## src/design/ped_pkg.sv

```systemverilog
// Shared types and constants for the polygon edge subdivider.
package ped_pkg;

    localparam int MAX_SEGMENTS_DEF = 64;
    localparam int CFG_W            = 31;
    localparam int QUEUE_DEPTH      = 2;

    typedef struct packed {
        logic signed [31:0] ax;
        logic signed [31:0] ay;
        logic signed [32:0] dx;
        logic signed [32:0] dy;
        logic signed [31:0] vx;
        logic signed [31:0] vy;
        logic               sub;
        logic               orig;
    } t_job;

    typedef enum logic [3:0] {
        ST_IDLE,
        ST_SQX,
        ST_SQY,
        ST_SQRT,
        ST_LCHK,
        ST_NSEG,
        ST_NSET,
        ST_DIV,
        ST_EMIT,
        ST_VERT
    } t_bstate;

endpackage

```

## src/design/ped_front.sv

```systemverilog
// Front end: accepts requests, tracks contour state, builds edge jobs.
module ped_front (
    input  logic              i_clk,
    input  logic              i_rst_n,
    input  logic              i_valid,
    output logic              o_stall,
    input  logic              i_func,
    input  logic signed [31:0] i_point_x,
    input  logic signed [31:0] i_point_y,
    input  logic              i_full,
    output logic              o_push,
    output ped_pkg::t_job     o_job
);
    import ped_pkg::*;

    logic signed [31:0] r_prev_x, r_prev_y, r_first_x, r_first_y;
    logic signed [31:0] n_prev_x, n_prev_y, n_first_x, n_first_y;
    logic               r_have, n_have;
    logic               acc;
    logic signed [31:0] bx, by;

    assign o_stall = i_full;
    assign acc     = i_valid && !i_full;

    always_comb begin
        bx = i_func ? r_first_x : i_point_x;
        by = i_func ? r_first_y : i_point_y;
        o_job.ax   = r_prev_x;
        o_job.ay   = r_prev_y;
        o_job.vx   = bx;
        o_job.vy   = by;
        o_job.dx   = $signed({bx[31], bx}) - $signed({r_prev_x[31], r_prev_x});
        o_job.dy   = $signed({by[31], by}) - $signed({r_prev_y[31], r_prev_y});
        o_job.sub  = i_func ? 1'b1 : r_have;
        o_job.orig = !i_func;
        o_push     = acc && (!i_func || r_have);
        n_prev_x  = r_prev_x;
        n_prev_y  = r_prev_y;
        n_first_x = r_first_x;
        n_first_y = r_first_y;
        n_have    = r_have;
        if (acc) begin
            if (!i_func) begin
                n_prev_x = i_point_x;
                n_prev_y = i_point_y;
                if (!r_have) begin
                    n_first_x = i_point_x;
                    n_first_y = i_point_y;
                    n_have    = 1'b1;
                end
            end else if (r_have) begin
                n_prev_x  = '0;
                n_prev_y  = '0;
                n_first_x = '0;
                n_first_y = '0;
                n_have    = 1'b0;
            end
        end
    end

    always_ff @(posedge i_clk) begin
        if (!i_rst_n) begin
            r_prev_x  <= '0;
            r_prev_y  <= '0;
            r_first_x <= '0;
            r_first_y <= '0;
            r_have    <= 1'b0;
        end else begin
            r_prev_x  <= n_prev_x;
            r_prev_y  <= n_prev_y;
            r_first_x <= n_first_x;
            r_first_y <= n_first_y;
            r_have    <= n_have;
        end
    end

endmodule

```

## src/design/ped_queue.sv

```systemverilog
// Short job queue between front and back.
module ped_queue (
    input  logic          i_clk,
    input  logic          i_rst_n,
    input  logic          i_push,
    input  ped_pkg::t_job i_job,
    output logic          o_full,
    input  logic          i_pop,
    output logic          o_empty,
    output ped_pkg::t_job o_job
);
    import ped_pkg::*;

    localparam int AW = (QUEUE_DEPTH > 1) ? $clog2(QUEUE_DEPTH) : 1;
    localparam int CW = $clog2(QUEUE_DEPTH + 1);

    t_job            mem [QUEUE_DEPTH];
    logic [AW-1:0]   r_wp, r_rp;
    logic [CW-1:0]   r_cnt;

    assign o_full  = (r_cnt == CW'(QUEUE_DEPTH));
    assign o_empty = (r_cnt == '0);
    assign o_job   = mem[r_rp];

    always_ff @(posedge i_clk) begin
        if (i_push) begin
            mem[r_wp] <= i_job;
        end
    end

    always_ff @(posedge i_clk) begin
        if (!i_rst_n) begin
            r_wp  <= '0;
            r_rp  <= '0;
            r_cnt <= '0;
        end else begin
            if (i_push) begin
                r_wp <= (r_wp == AW'(QUEUE_DEPTH - 1)) ? '0 : r_wp + 1'b1;
            end
            if (i_pop) begin
                r_rp <= (r_rp == AW'(QUEUE_DEPTH - 1)) ? '0 : r_rp + 1'b1;
            end
            r_cnt <= r_cnt + CW'(i_push) - CW'(i_pop);
        end
    end

endmodule

```

## src/design/ped_back.sv

```systemverilog
// Back end: edge length, segment count, step division and point output.
module ped_back #(
    parameter int MAX_SEGMENTS = ped_pkg::MAX_SEGMENTS_DEF
) (
    input  logic                       i_clk,
    input  logic                       i_rst_n,
    input  logic [ped_pkg::CFG_W-1:0]  i_max_len,
    input  logic                       i_empty,
    input  ped_pkg::t_job              i_job,
    output logic                       o_pop,
    output logic                       o_valid,
    input  logic                       i_stall,
    output logic signed [31:0]         o_out_x,
    output logic signed [31:0]         o_out_y,
    output logic                       o_is_original,
    output logic                       o_last_of_run
);
    import ped_pkg::*;

    localparam int NB   = $clog2(MAX_SEGMENTS) + 1;
    localparam int DW   = CFG_W + NB;
    localparam int CMPW = (DW > 34) ? DW : 34;

    t_bstate r_state, n_state;
    t_job    r_job, n_job;

    logic [65:0]        r_s, n_s;
    logic [67:0]        r_sh, n_sh;
    logic [35:0]        r_rem, n_rem;
    logic [33:0]        r_root, n_root;
    logic [5:0]         r_cnt, n_cnt;
    logic [DW-1:0]      r_dsh, n_dsh;
    logic [NB:0]        r_q, n_q;
    logic [NB-1:0]      r_nseg, n_nseg;
    logic [32:0]        r_nx, n_nx, r_ny, n_ny;
    logic [NB-1:0]      r_rx, n_rx, r_ry, n_ry;
    logic [32:0]        r_accx, n_accx, r_accy, n_accy;
    logic [NB-1:0]      r_arx, n_arx, r_ary, n_ary;
    logic [NB-1:0]      r_k, n_k;

    logic               r_ov, n_ov;
    logic signed [31:0] r_ox, n_ox, r_oy, n_oy;
    logic               r_oo, n_oo, r_ol, n_ol;

    logic [32:0]        mx, my, mul_a;
    logic [65:0]        prod;
    logic [37:0]        rem_sh, trial;
    logic [CMPW-1:0]    ncmp_a, ncmp_b;
    logic [NB:0]        dvx, dvy, tx, ty;
    logic [33:0]        px, py;
    logic               o_en;

    assign mx    = r_job.dx[32] ? (~r_job.dx + 33'd1) : r_job.dx;
    assign my    = r_job.dy[32] ? (~r_job.dy + 33'd1) : r_job.dy;
    assign mul_a = (r_state == ST_SQX) ? mx : my;
    assign prod  = mul_a * mul_a;
    assign o_en  = !r_ov || !i_stall;

    always_comb begin
        n_state = r_state;
        n_job   = r_job;
        n_s     = r_s;
        n_sh    = r_sh;
        n_rem   = r_rem;
        n_root  = r_root;
        n_cnt   = r_cnt;
        n_dsh   = r_dsh;
        n_q     = r_q;
        n_nseg  = r_nseg;
        n_nx    = r_nx;
        n_ny    = r_ny;
        n_rx    = r_rx;
        n_ry    = r_ry;
        n_accx  = r_accx;
        n_accy  = r_accy;
        n_arx   = r_arx;
        n_ary   = r_ary;
        n_k     = r_k;
        n_ov    = r_ov && i_stall;
        n_ox    = r_ox;
        n_oy    = r_oy;
        n_oo    = r_oo;
        n_ol    = r_ol;
        o_pop   = 1'b0;
        rem_sh  = {r_rem, r_sh[67:66]};
        trial   = {2'b00, r_root, 2'b01};
        ncmp_a  = CMPW'(r_root);
        ncmp_b  = CMPW'(r_dsh);
        dvx     = {r_rx, r_nx[32]};
        dvy     = {r_ry, r_ny[32]};
        tx      = {1'b0, r_arx} + {1'b0, r_rx};
        ty      = {1'b0, r_ary} + {1'b0, r_ry};
        px      = {{2{r_job.ax[31]}}, r_job.ax}
                  + (r_job.dx[32] ? (~{1'b0, r_accx} + 34'd1) : {1'b0, r_accx});
        py      = {{2{r_job.ay[31]}}, r_job.ay}
                  + (r_job.dy[32] ? (~{1'b0, r_accy} + 34'd1) : {1'b0, r_accy});
        unique case (r_state)
            ST_IDLE: begin
                if (!i_empty) begin
                    o_pop = 1'b1;
                    n_job = i_job;
                    if (i_job.sub && (i_max_len != '0)) begin
                        n_state = ST_SQX;
                    end else if (i_job.orig) begin
                        n_state = ST_VERT;
                    end
                end
            end
            ST_SQX: begin
                n_s     = prod;
                n_state = ST_SQY;
            end
            ST_SQY: begin
                n_sh    = {2'b00, r_s + prod};
                n_rem   = '0;
                n_root  = '0;
                n_cnt   = 6'd33;
                n_state = ST_SQRT;
            end
            ST_SQRT: begin
                n_sh = {r_sh[65:0], 2'b00};
                if (rem_sh >= trial) begin
                    n_rem  = 36'(rem_sh - trial);
                    n_root = {r_root[32:0], 1'b1};
                end else begin
                    n_rem  = rem_sh[35:0];
                    n_root = {r_root[32:0], 1'b0};
                end
                n_cnt = r_cnt - 6'd1;
                if (r_cnt == '0) begin
                    n_state = ST_LCHK;
                end
            end
            ST_LCHK: begin
                if (r_root <= {3'b000, i_max_len}) begin
                    n_state = r_job.orig ? ST_VERT : ST_IDLE;
                end else begin
                    n_dsh   = {i_max_len, {NB{1'b0}}};
                    n_q     = '0;
                    n_cnt   = 6'(NB);
                    n_state = ST_NSEG;
                end
            end
            ST_NSEG: begin
                if (ncmp_a >= ncmp_b) begin
                    n_root = 34'(ncmp_a - ncmp_b);
                    n_q    = {r_q[NB-1:0], 1'b1};
                end else begin
                    n_q    = {r_q[NB-1:0], 1'b0};
                end
                n_dsh = r_dsh >> 1;
                n_cnt = r_cnt - 6'd1;
                if (r_cnt == '0) begin
                    n_state = ST_NSET;
                end
            end
            ST_NSET: begin
                n_nseg = (r_q > (NB+1)'(MAX_SEGMENTS)) ? NB'(MAX_SEGMENTS) : r_q[NB-1:0];
                if ((r_q < (NB+1)'(2))) begin
                    n_state = r_job.orig ? ST_VERT : ST_IDLE;
                end else begin
                    n_nx    = mx;
                    n_ny    = my;
                    n_rx    = '0;
                    n_ry    = '0;
                    n_cnt   = 6'd32;
                    n_state = ST_DIV;
                end
            end
            ST_DIV: begin
                if (dvx >= {1'b0, r_nseg}) begin
                    n_rx = NB'(dvx - {1'b0, r_nseg});
                    n_nx = {r_nx[31:0], 1'b1};
                end else begin
                    n_rx = dvx[NB-1:0];
                    n_nx = {r_nx[31:0], 1'b0};
                end
                if (dvy >= {1'b0, r_nseg}) begin
                    n_ry = NB'(dvy - {1'b0, r_nseg});
                    n_ny = {r_ny[31:0], 1'b1};
                end else begin
                    n_ry = dvy[NB-1:0];
                    n_ny = {r_ny[31:0], 1'b0};
                end
                n_cnt = r_cnt - 6'd1;
                if (r_cnt == '0) begin
                    n_accx  = n_nx;
                    n_accy  = n_ny;
                    n_arx   = n_rx;
                    n_ary   = n_ry;
                    n_k     = NB'(1);
                    n_state = ST_EMIT;
                end
            end
            ST_EMIT: begin
                if (o_en) begin
                    n_ov = 1'b1;
                    n_ox = px[31:0];
                    n_oy = py[31:0];
                    n_oo = 1'b0;
                    n_ol = (r_k == r_nseg - NB'(1)) && !r_job.orig;
                    if (tx >= {1'b0, r_nseg}) begin
                        n_arx  = NB'(tx - {1'b0, r_nseg});
                        n_accx = r_accx + r_nx + 33'd1;
                    end else begin
                        n_arx  = tx[NB-1:0];
                        n_accx = r_accx + r_nx;
                    end
                    if (ty >= {1'b0, r_nseg}) begin
                        n_ary  = NB'(ty - {1'b0, r_nseg});
                        n_accy = r_accy + r_ny + 33'd1;
                    end else begin
                        n_ary  = ty[NB-1:0];
                        n_accy = r_accy + r_ny;
                    end
                    n_k = r_k + NB'(1);
                    if (r_k == r_nseg - NB'(1)) begin
                        n_state = r_job.orig ? ST_VERT : ST_IDLE;
                    end
                end
            end
            ST_VERT: begin
                if (o_en) begin
                    n_ov    = 1'b1;
                    n_ox    = r_job.vx;
                    n_oy    = r_job.vy;
                    n_oo    = 1'b1;
                    n_ol    = 1'b1;
                    n_state = ST_IDLE;
                end
            end
            default: n_state = ST_IDLE;
        endcase
    end

    always_ff @(posedge i_clk) begin
        if (!i_rst_n) begin
            r_state <= ST_IDLE;
            r_ov    <= 1'b0;
        end else begin
            r_state <= n_state;
            r_ov    <= n_ov;
        end
    end

    always_ff @(posedge i_clk) begin
        r_job  <= n_job;
        r_s    <= n_s;
        r_sh   <= n_sh;
        r_rem  <= n_rem;
        r_root <= n_root;
        r_cnt  <= n_cnt;
        r_dsh  <= n_dsh;
        r_q    <= n_q;
        r_nseg <= n_nseg;
        r_nx   <= n_nx;
        r_ny   <= n_ny;
        r_rx   <= n_rx;
        r_ry   <= n_ry;
        r_accx <= n_accx;
        r_accy <= n_accy;
        r_arx  <= n_arx;
        r_ary  <= n_ary;
        r_k    <= n_k;
        r_ox   <= n_ox;
        r_oy   <= n_oy;
        r_oo   <= n_oo;
        r_ol   <= n_ol;
    end

    assign o_valid       = r_ov;
    assign o_out_x       = r_ox;
    assign o_out_y       = r_oy;
    assign o_is_original = r_oo;
    assign o_last_of_run = r_ol;

    a_emit_nseg: assert property (@(posedge i_clk) disable iff (!i_rst_n)
        (r_state == ST_EMIT) |-> (r_nseg >= NB'(2) && r_k < r_nseg))
        else $error("interior point outside segment range");
    a_vert_orig: assert property (@(posedge i_clk) disable iff (!i_rst_n)
        (r_state == ST_VERT) |-> r_job.orig)
        else $error("vertex output for a close request");
    a_orig_last: assert property (@(posedge i_clk) disable iff (!i_rst_n)
        (r_ov && r_oo) |-> r_ol)
        else $error("original vertex not last of its run");
    a_pop_idle: assert property (@(posedge i_clk) disable iff (!i_rst_n)
        o_pop |-> (r_state == ST_IDLE && !i_empty))
        else $error("job taken outside idle");

endmodule

```

## src/design/polygon_edge_subdivider.sv

```systemverilog
// Top level of the polygon edge subdivider.
//  channel  | handshake          | payload
//  request  | i_valid / o_stall  | i_func, i_point_x, i_point_y
//  result   | o_valid / i_stall  | o_out_x, o_out_y, o_is_original, o_last_of_run
//  config   | i_cfg_we           | i_cfg_data (max_len)
// Edge job: take, square x and y, bit-serial root, length check, segment count division and
// set, step division by two serial dividers (x and y side by side), then one emitted point
// per cycle while the result side does not stall. A vertex with no edge to split goes from
// the take straight to its output. A new job is taken only in idle, after the last output.
// Front takes requests while the two-entry job queue has room.
// Synchronous active-low reset clears contour state, queue and output valid.
module polygon_edge_subdivider #(
    parameter int MAX_SEGMENTS = ped_pkg::MAX_SEGMENTS_DEF
) (
    input  logic                      i_clk,
    input  logic                      i_rst_n,
    input  logic                      i_cfg_we,
    input  logic [ped_pkg::CFG_W-1:0] i_cfg_data,
    input  logic                      i_valid,
    output logic                      o_stall,
    input  logic                      i_func,
    input  logic signed [31:0]        i_point_x,
    input  logic signed [31:0]        i_point_y,
    output logic                      o_valid,
    input  logic                      i_stall,
    output logic signed [31:0]        o_out_x,
    output logic signed [31:0]        o_out_y,
    output logic                      o_is_original,
    output logic                      o_last_of_run
);
    import ped_pkg::*;

    logic [CFG_W-1:0] r_max_len;
    t_job             push_job, head_job;
    logic             push, pop, full, empty;

    always_ff @(posedge i_clk) begin
        if (!i_rst_n) begin
            r_max_len <= '0;
        end else if (i_cfg_we) begin
            r_max_len <= i_cfg_data;
        end
    end

    ped_front u_front (
        .i_clk     (i_clk),
        .i_rst_n   (i_rst_n),
        .i_valid   (i_valid),
        .o_stall   (o_stall),
        .i_func    (i_func),
        .i_point_x (i_point_x),
        .i_point_y (i_point_y),
        .i_full    (full),
        .o_push    (push),
        .o_job     (push_job)
    );

    ped_queue u_queue (
        .i_clk   (i_clk),
        .i_rst_n (i_rst_n),
        .i_push  (push),
        .i_job   (push_job),
        .o_full  (full),
        .i_pop   (pop),
        .o_empty (empty),
        .o_job   (head_job)
    );

    ped_back #(
        .MAX_SEGMENTS (MAX_SEGMENTS)
    ) u_back (
        .i_clk         (i_clk),
        .i_rst_n       (i_rst_n),
        .i_max_len     (r_max_len),
        .i_empty       (empty),
        .i_job         (head_job),
        .o_pop         (pop),
        .o_valid       (o_valid),
        .i_stall       (i_stall),
        .o_out_x       (o_out_x),
        .o_out_y       (o_out_y),
        .o_is_original (o_is_original),
        .o_last_of_run (o_last_of_run)
    );

endmodule
```

## config.mk

```make
export PLATFORM = sky130hd
export DESIGN_NAME = polygon_edge_subdivider
export DESIGN_NICKNAME = d
export VERILOG_FILES = /design/src/design/ped_pkg.sv /design/src/design/ped_front.sv /design/src/design/ped_queue.sv /design/src/design/ped_back.sv /design/src/design/polygon_edge_subdivider.sv
export SDC_FILE = /design/constraint.sdc
export NUM_CORES = 2
export LEC_CHECK = 0
export BUFFER_PORTS_ARGS = -buffer_cell sky130_fd_sc_hd__buf_2
export CAP_MARGIN = 20
export CORE_MARGIN = 2
export CORE_UTILIZATION = 30
export DETAILED_ROUTE_END_ITERATION = 6
export PLACE_DENSITY = 0.56
export RECOVER_POWER = 50
export SYNTH_ARGS = -nofsm -noshare
export SYNTH_HDL_FRONTEND = slang
export SYNTH_SLANG_ARGS = --single-unit
```

## constraint.sdc

```tcl
create_clock -name i_clk -period 26.8 [get_ports i_clk]
set_clock_uncertainty 0.1 [all_clocks]
set_input_delay 1.34 -clock i_clk [delete_from_list [all_inputs] [get_ports i_clk]]
set_output_delay 1.34 -clock i_clk [all_outputs]
set_load 0.03 [all_outputs]
```

==> impl_metrics.env <==
export IMPL_yosys_top_cells_area="edfxtp_1 (33%), fa_1 (18%), ha_1 (8.5%)"
export IMPL_finalSetupViolCount=0
export IMPL_syn_area_per_cell_sq_um=10.3
export IMPL_rows=210
export IMPL_yosysWarningCount=0
export IMPL_relSlewSlack_pct=-367
export IMPL_synth_cell_types=89
export IMPL_h_tree_depth=4
export IMPL_hold_viol=0
export IMPL_cts_setup_buffers=0
export IMPL_numClockSinks=1250
export IMPL_wl_per_cell_microns=18.9
export IMPL_numCtsBuffers=148
export IMPL_cts_root_buffer="clkbuf_16"
export IMPL_path_common_cell="fa_1"
export IMPL_start_util_pct=30.1
export IMPL_clk_path_buf_depth=4
export IMPL_fmax_mhz=51.9
export IMPL_synth_edf_count=1080
export IMPL_grt_ovfl_total=0
export IMPL_netlist_instances=9558
export IMPL_async_flop_share_pct=0
export IMPL_reg2reg_depth=42
export IMPL_cts_hold_buf=0
export IMPL_io_buffers=168
export IMPL_die_y_microns=576
export IMPL_critPathKind="register to register"
export IMPL_area_growth_pct=10.6
export IMPL_routed_wirelength_mm=267
export IMPL_yosysTopAreaCellShare_pct=33.0
export IMPL_clk_pin_slew_ps=60
export IMPL_period_share_pct=71.9
export IMPL_rr_endpoint="u_back.r_sh[58]"
export IMPL_final_common_cell="inv_1"
export IMPL_drc=0
export IMPL_status="finished with violations"
export IMPL_post_route_min_period_ps=19270
export IMPL_ant_nets=0
export IMPL_worstSetupEndpoint="u_back.r_sh[58]"
export IMPL_violations="capacitance limit, slew limit"
export IMPL_seq_area_frac_synth_pct=36.5
export IMPL_final_cell_mix="inv_1 (1376), edfxtp_1 (1080), nand2_1 (1005)"
export IMPL_ys_seq_elements=1250
export IMPL_grt_pass1_vias=69574
export IMPL_grt_pass1_wl_mm=414
export IMPL_critical_path_arrival_ps=19660
export IMPL_postCtsResizedCells=0
export IMPL_finalMaxSlewViolations=1352
export IMPL_yosysTopAreaCell="edfxtp_1"
export IMPL_dieArea_sq_um=332000
export IMPL_cp_slowest_cell="clkbuf_1"
export IMPL_finalSetupTns_ps=0
export IMPL_drive_above_1_share_pct=6.31
export IMPL_fin_nets=11317
export IMPL_tightest_slew_ps=7000
export IMPL_avgViaCountPerCell=4.86
export IMPL_die_w_microns=576
export IMPL_antenna_found_initial=8
export IMPL_cp_end_kind="register"
export IMPL_drt_pass1_iterations=5
export IMPL_r2r_start="u_back.r_state[0]"
export IMPL_cp_startpoint="u_back.r_state[0]"
export IMPL_dp_final_hpwl_mm=201
export IMPL_place_congestion=0.904
export IMPL_min_path_type="register to register"
export IMPL_cts_tree="done"
export IMPL_grt_max_degree=106
export IMPL_max_cap_viol_count=25
export IMPL_vias=68598
export IMPL_rrSetupSlack_ps=7530
export IMPL_clock_latency_ps=850
export IMPL_grt_use_total_pct=16.0
export IMPL_cp_num_cells=42
export IMPL_path_max_fanout=105
export IMPL_coreArea_sq_um=327000
export IMPL_rsz0062_at_grt="false"
export IMPL_ioPinCount=169
export IMPL_critPathBufInv=8
export IMPL_netlist_area_sq_um=98300
export IMPL_cp_required_ps=27190
export IMPL_crit_path_start_kind="register"
export IMPL_drtIter0Drc=5294
export IMPL_critPathTopFamily="buffers and inverters"
export IMPL_synth_main_ff_cell="edfxtp_1"
export IMPL_max_stage_delay_ps=4880
[flip-flops by register name, summed over array words and instances (netlist names), 8 cells and up, named ones only]
name	flops
r_max_len	31
u_back.ncmp_b	38
u_back.o_out_x	32
u_back.o_out_y	32
u_back.r_accx	32
u_back.r_accy	32
u_back.r_job	195
u_back.r_nx	33
u_back.r_ny	33
u_back.r_q	8
u_back.r_rem	36
u_back.r_root	34
u_back.r_s	65
u_back.r_sh	68
u_front.r_first_x	32
u_front.r_first_y	32
u_front.r_prev_x	32
u_front.r_prev_y	32
u_queue.mem	392
[per-stage QoR]
step / utilization (%) / std cells / worst slack, ps / instance area (sq um) / hold WS [ps]
after floorplan: - / 9581 / 13050 / 98400 / 337
after global placement: 31.9 / 13867 / 12240 / 104000 / 342
after detailed placement: 31.9 / 13868 / 12040 / 104000 / 347
after CTS: 33.4 / 14125 / 11980 / 109000 / 357
after global routing: 33.3 / 14126 / 6320 / 109000 / 367
final: 33.3 / 14127 / 7530 / 109000 / 355
[logic make-up after synthesis]
group / after synthesis / synth area share [%]
compound gates: 1789 / 11.3
xor+xnor: 566 / 5.06
fa+ha+maj: 1544 / 26.3
buf+inv: 1698 / 6.49
flops: 1250 / 36.5
mux: 314 / 3.51
other cells: 2 / 0.00764
simple gates: 2395 / 10.8
[worst reg2reg max path, delay by kind of cell (launching register included)]
kind	cells	cell delay, ps
multiplexers	1	1470
adder cells (fa/ha/maj)	10	4560
buffers and inverters	8	6230
flip-flops	1	630
AO/OA/AOI/OAI	17	4890
AND/OR/NAND/NOR	4	820
XOR/XNOR	2	250
[synthesized netlist by cell type (95+ instances only)]
master / n
a21o_1: 254
fa_1: 874
clkbuf_1: 274
nor2b_1: 121
nor2_1: 709
xor2_1: 224
edfxtp_1: 1080
dfxtp_1: 170
nand3_1: 95
a21oi_1: 602
nand2_1: 1007
ha_1: 670
inv_1: 1375
mux2_2: 232
o21ai_0: 391
xnor2_1: 341
[layout make-up]
class | instances | area [sq um]
well taps | 4346 | 5440
multi-input cells | 6633 | 56300
inverters | 1388 | 5210
clock buffers | 193 | 4050
diodes | 2 | 5.00
fillers | 33325 | 218000
repair buffers | 251 | 1290
flip-flops and latches | 1250 | 35800
clock inverters | 64 | 606
[worst min path at each step]
stage / from / end / depth (start not counted)
after floorplan: u_front.r_first_x[0] / u_front.r_first_x[0] / 2
after global placement: u_front.r_first_x[29] / u_front.r_first_x[29] / 2
after detailed placement: u_front.r_first_y[22] / u_front.r_first_y[22] / 2
after CTS: u_front.r_first_y[20] / u_front.r_first_y[20] / 2
after global routing: u_front.r_first_x[28] / u_front.r_first_x[28] / 2
final: u_front.r_first_x[22] / u_front.r_first_x[22] / 2
[layer usage]
metal	track usage, %	vias to the layer above	part of all wire (%)
met5	0	-	0
met4	3.72	0	2.3
met3	2.45	306	6.0
met2	25.3	1800	45
met1	22.8	33983	47
li1	-	32509	-
Power is left out: the tool's default activity adds up to more than one toggle a clock period on the data nets, which glitch-free logic cannot reach.
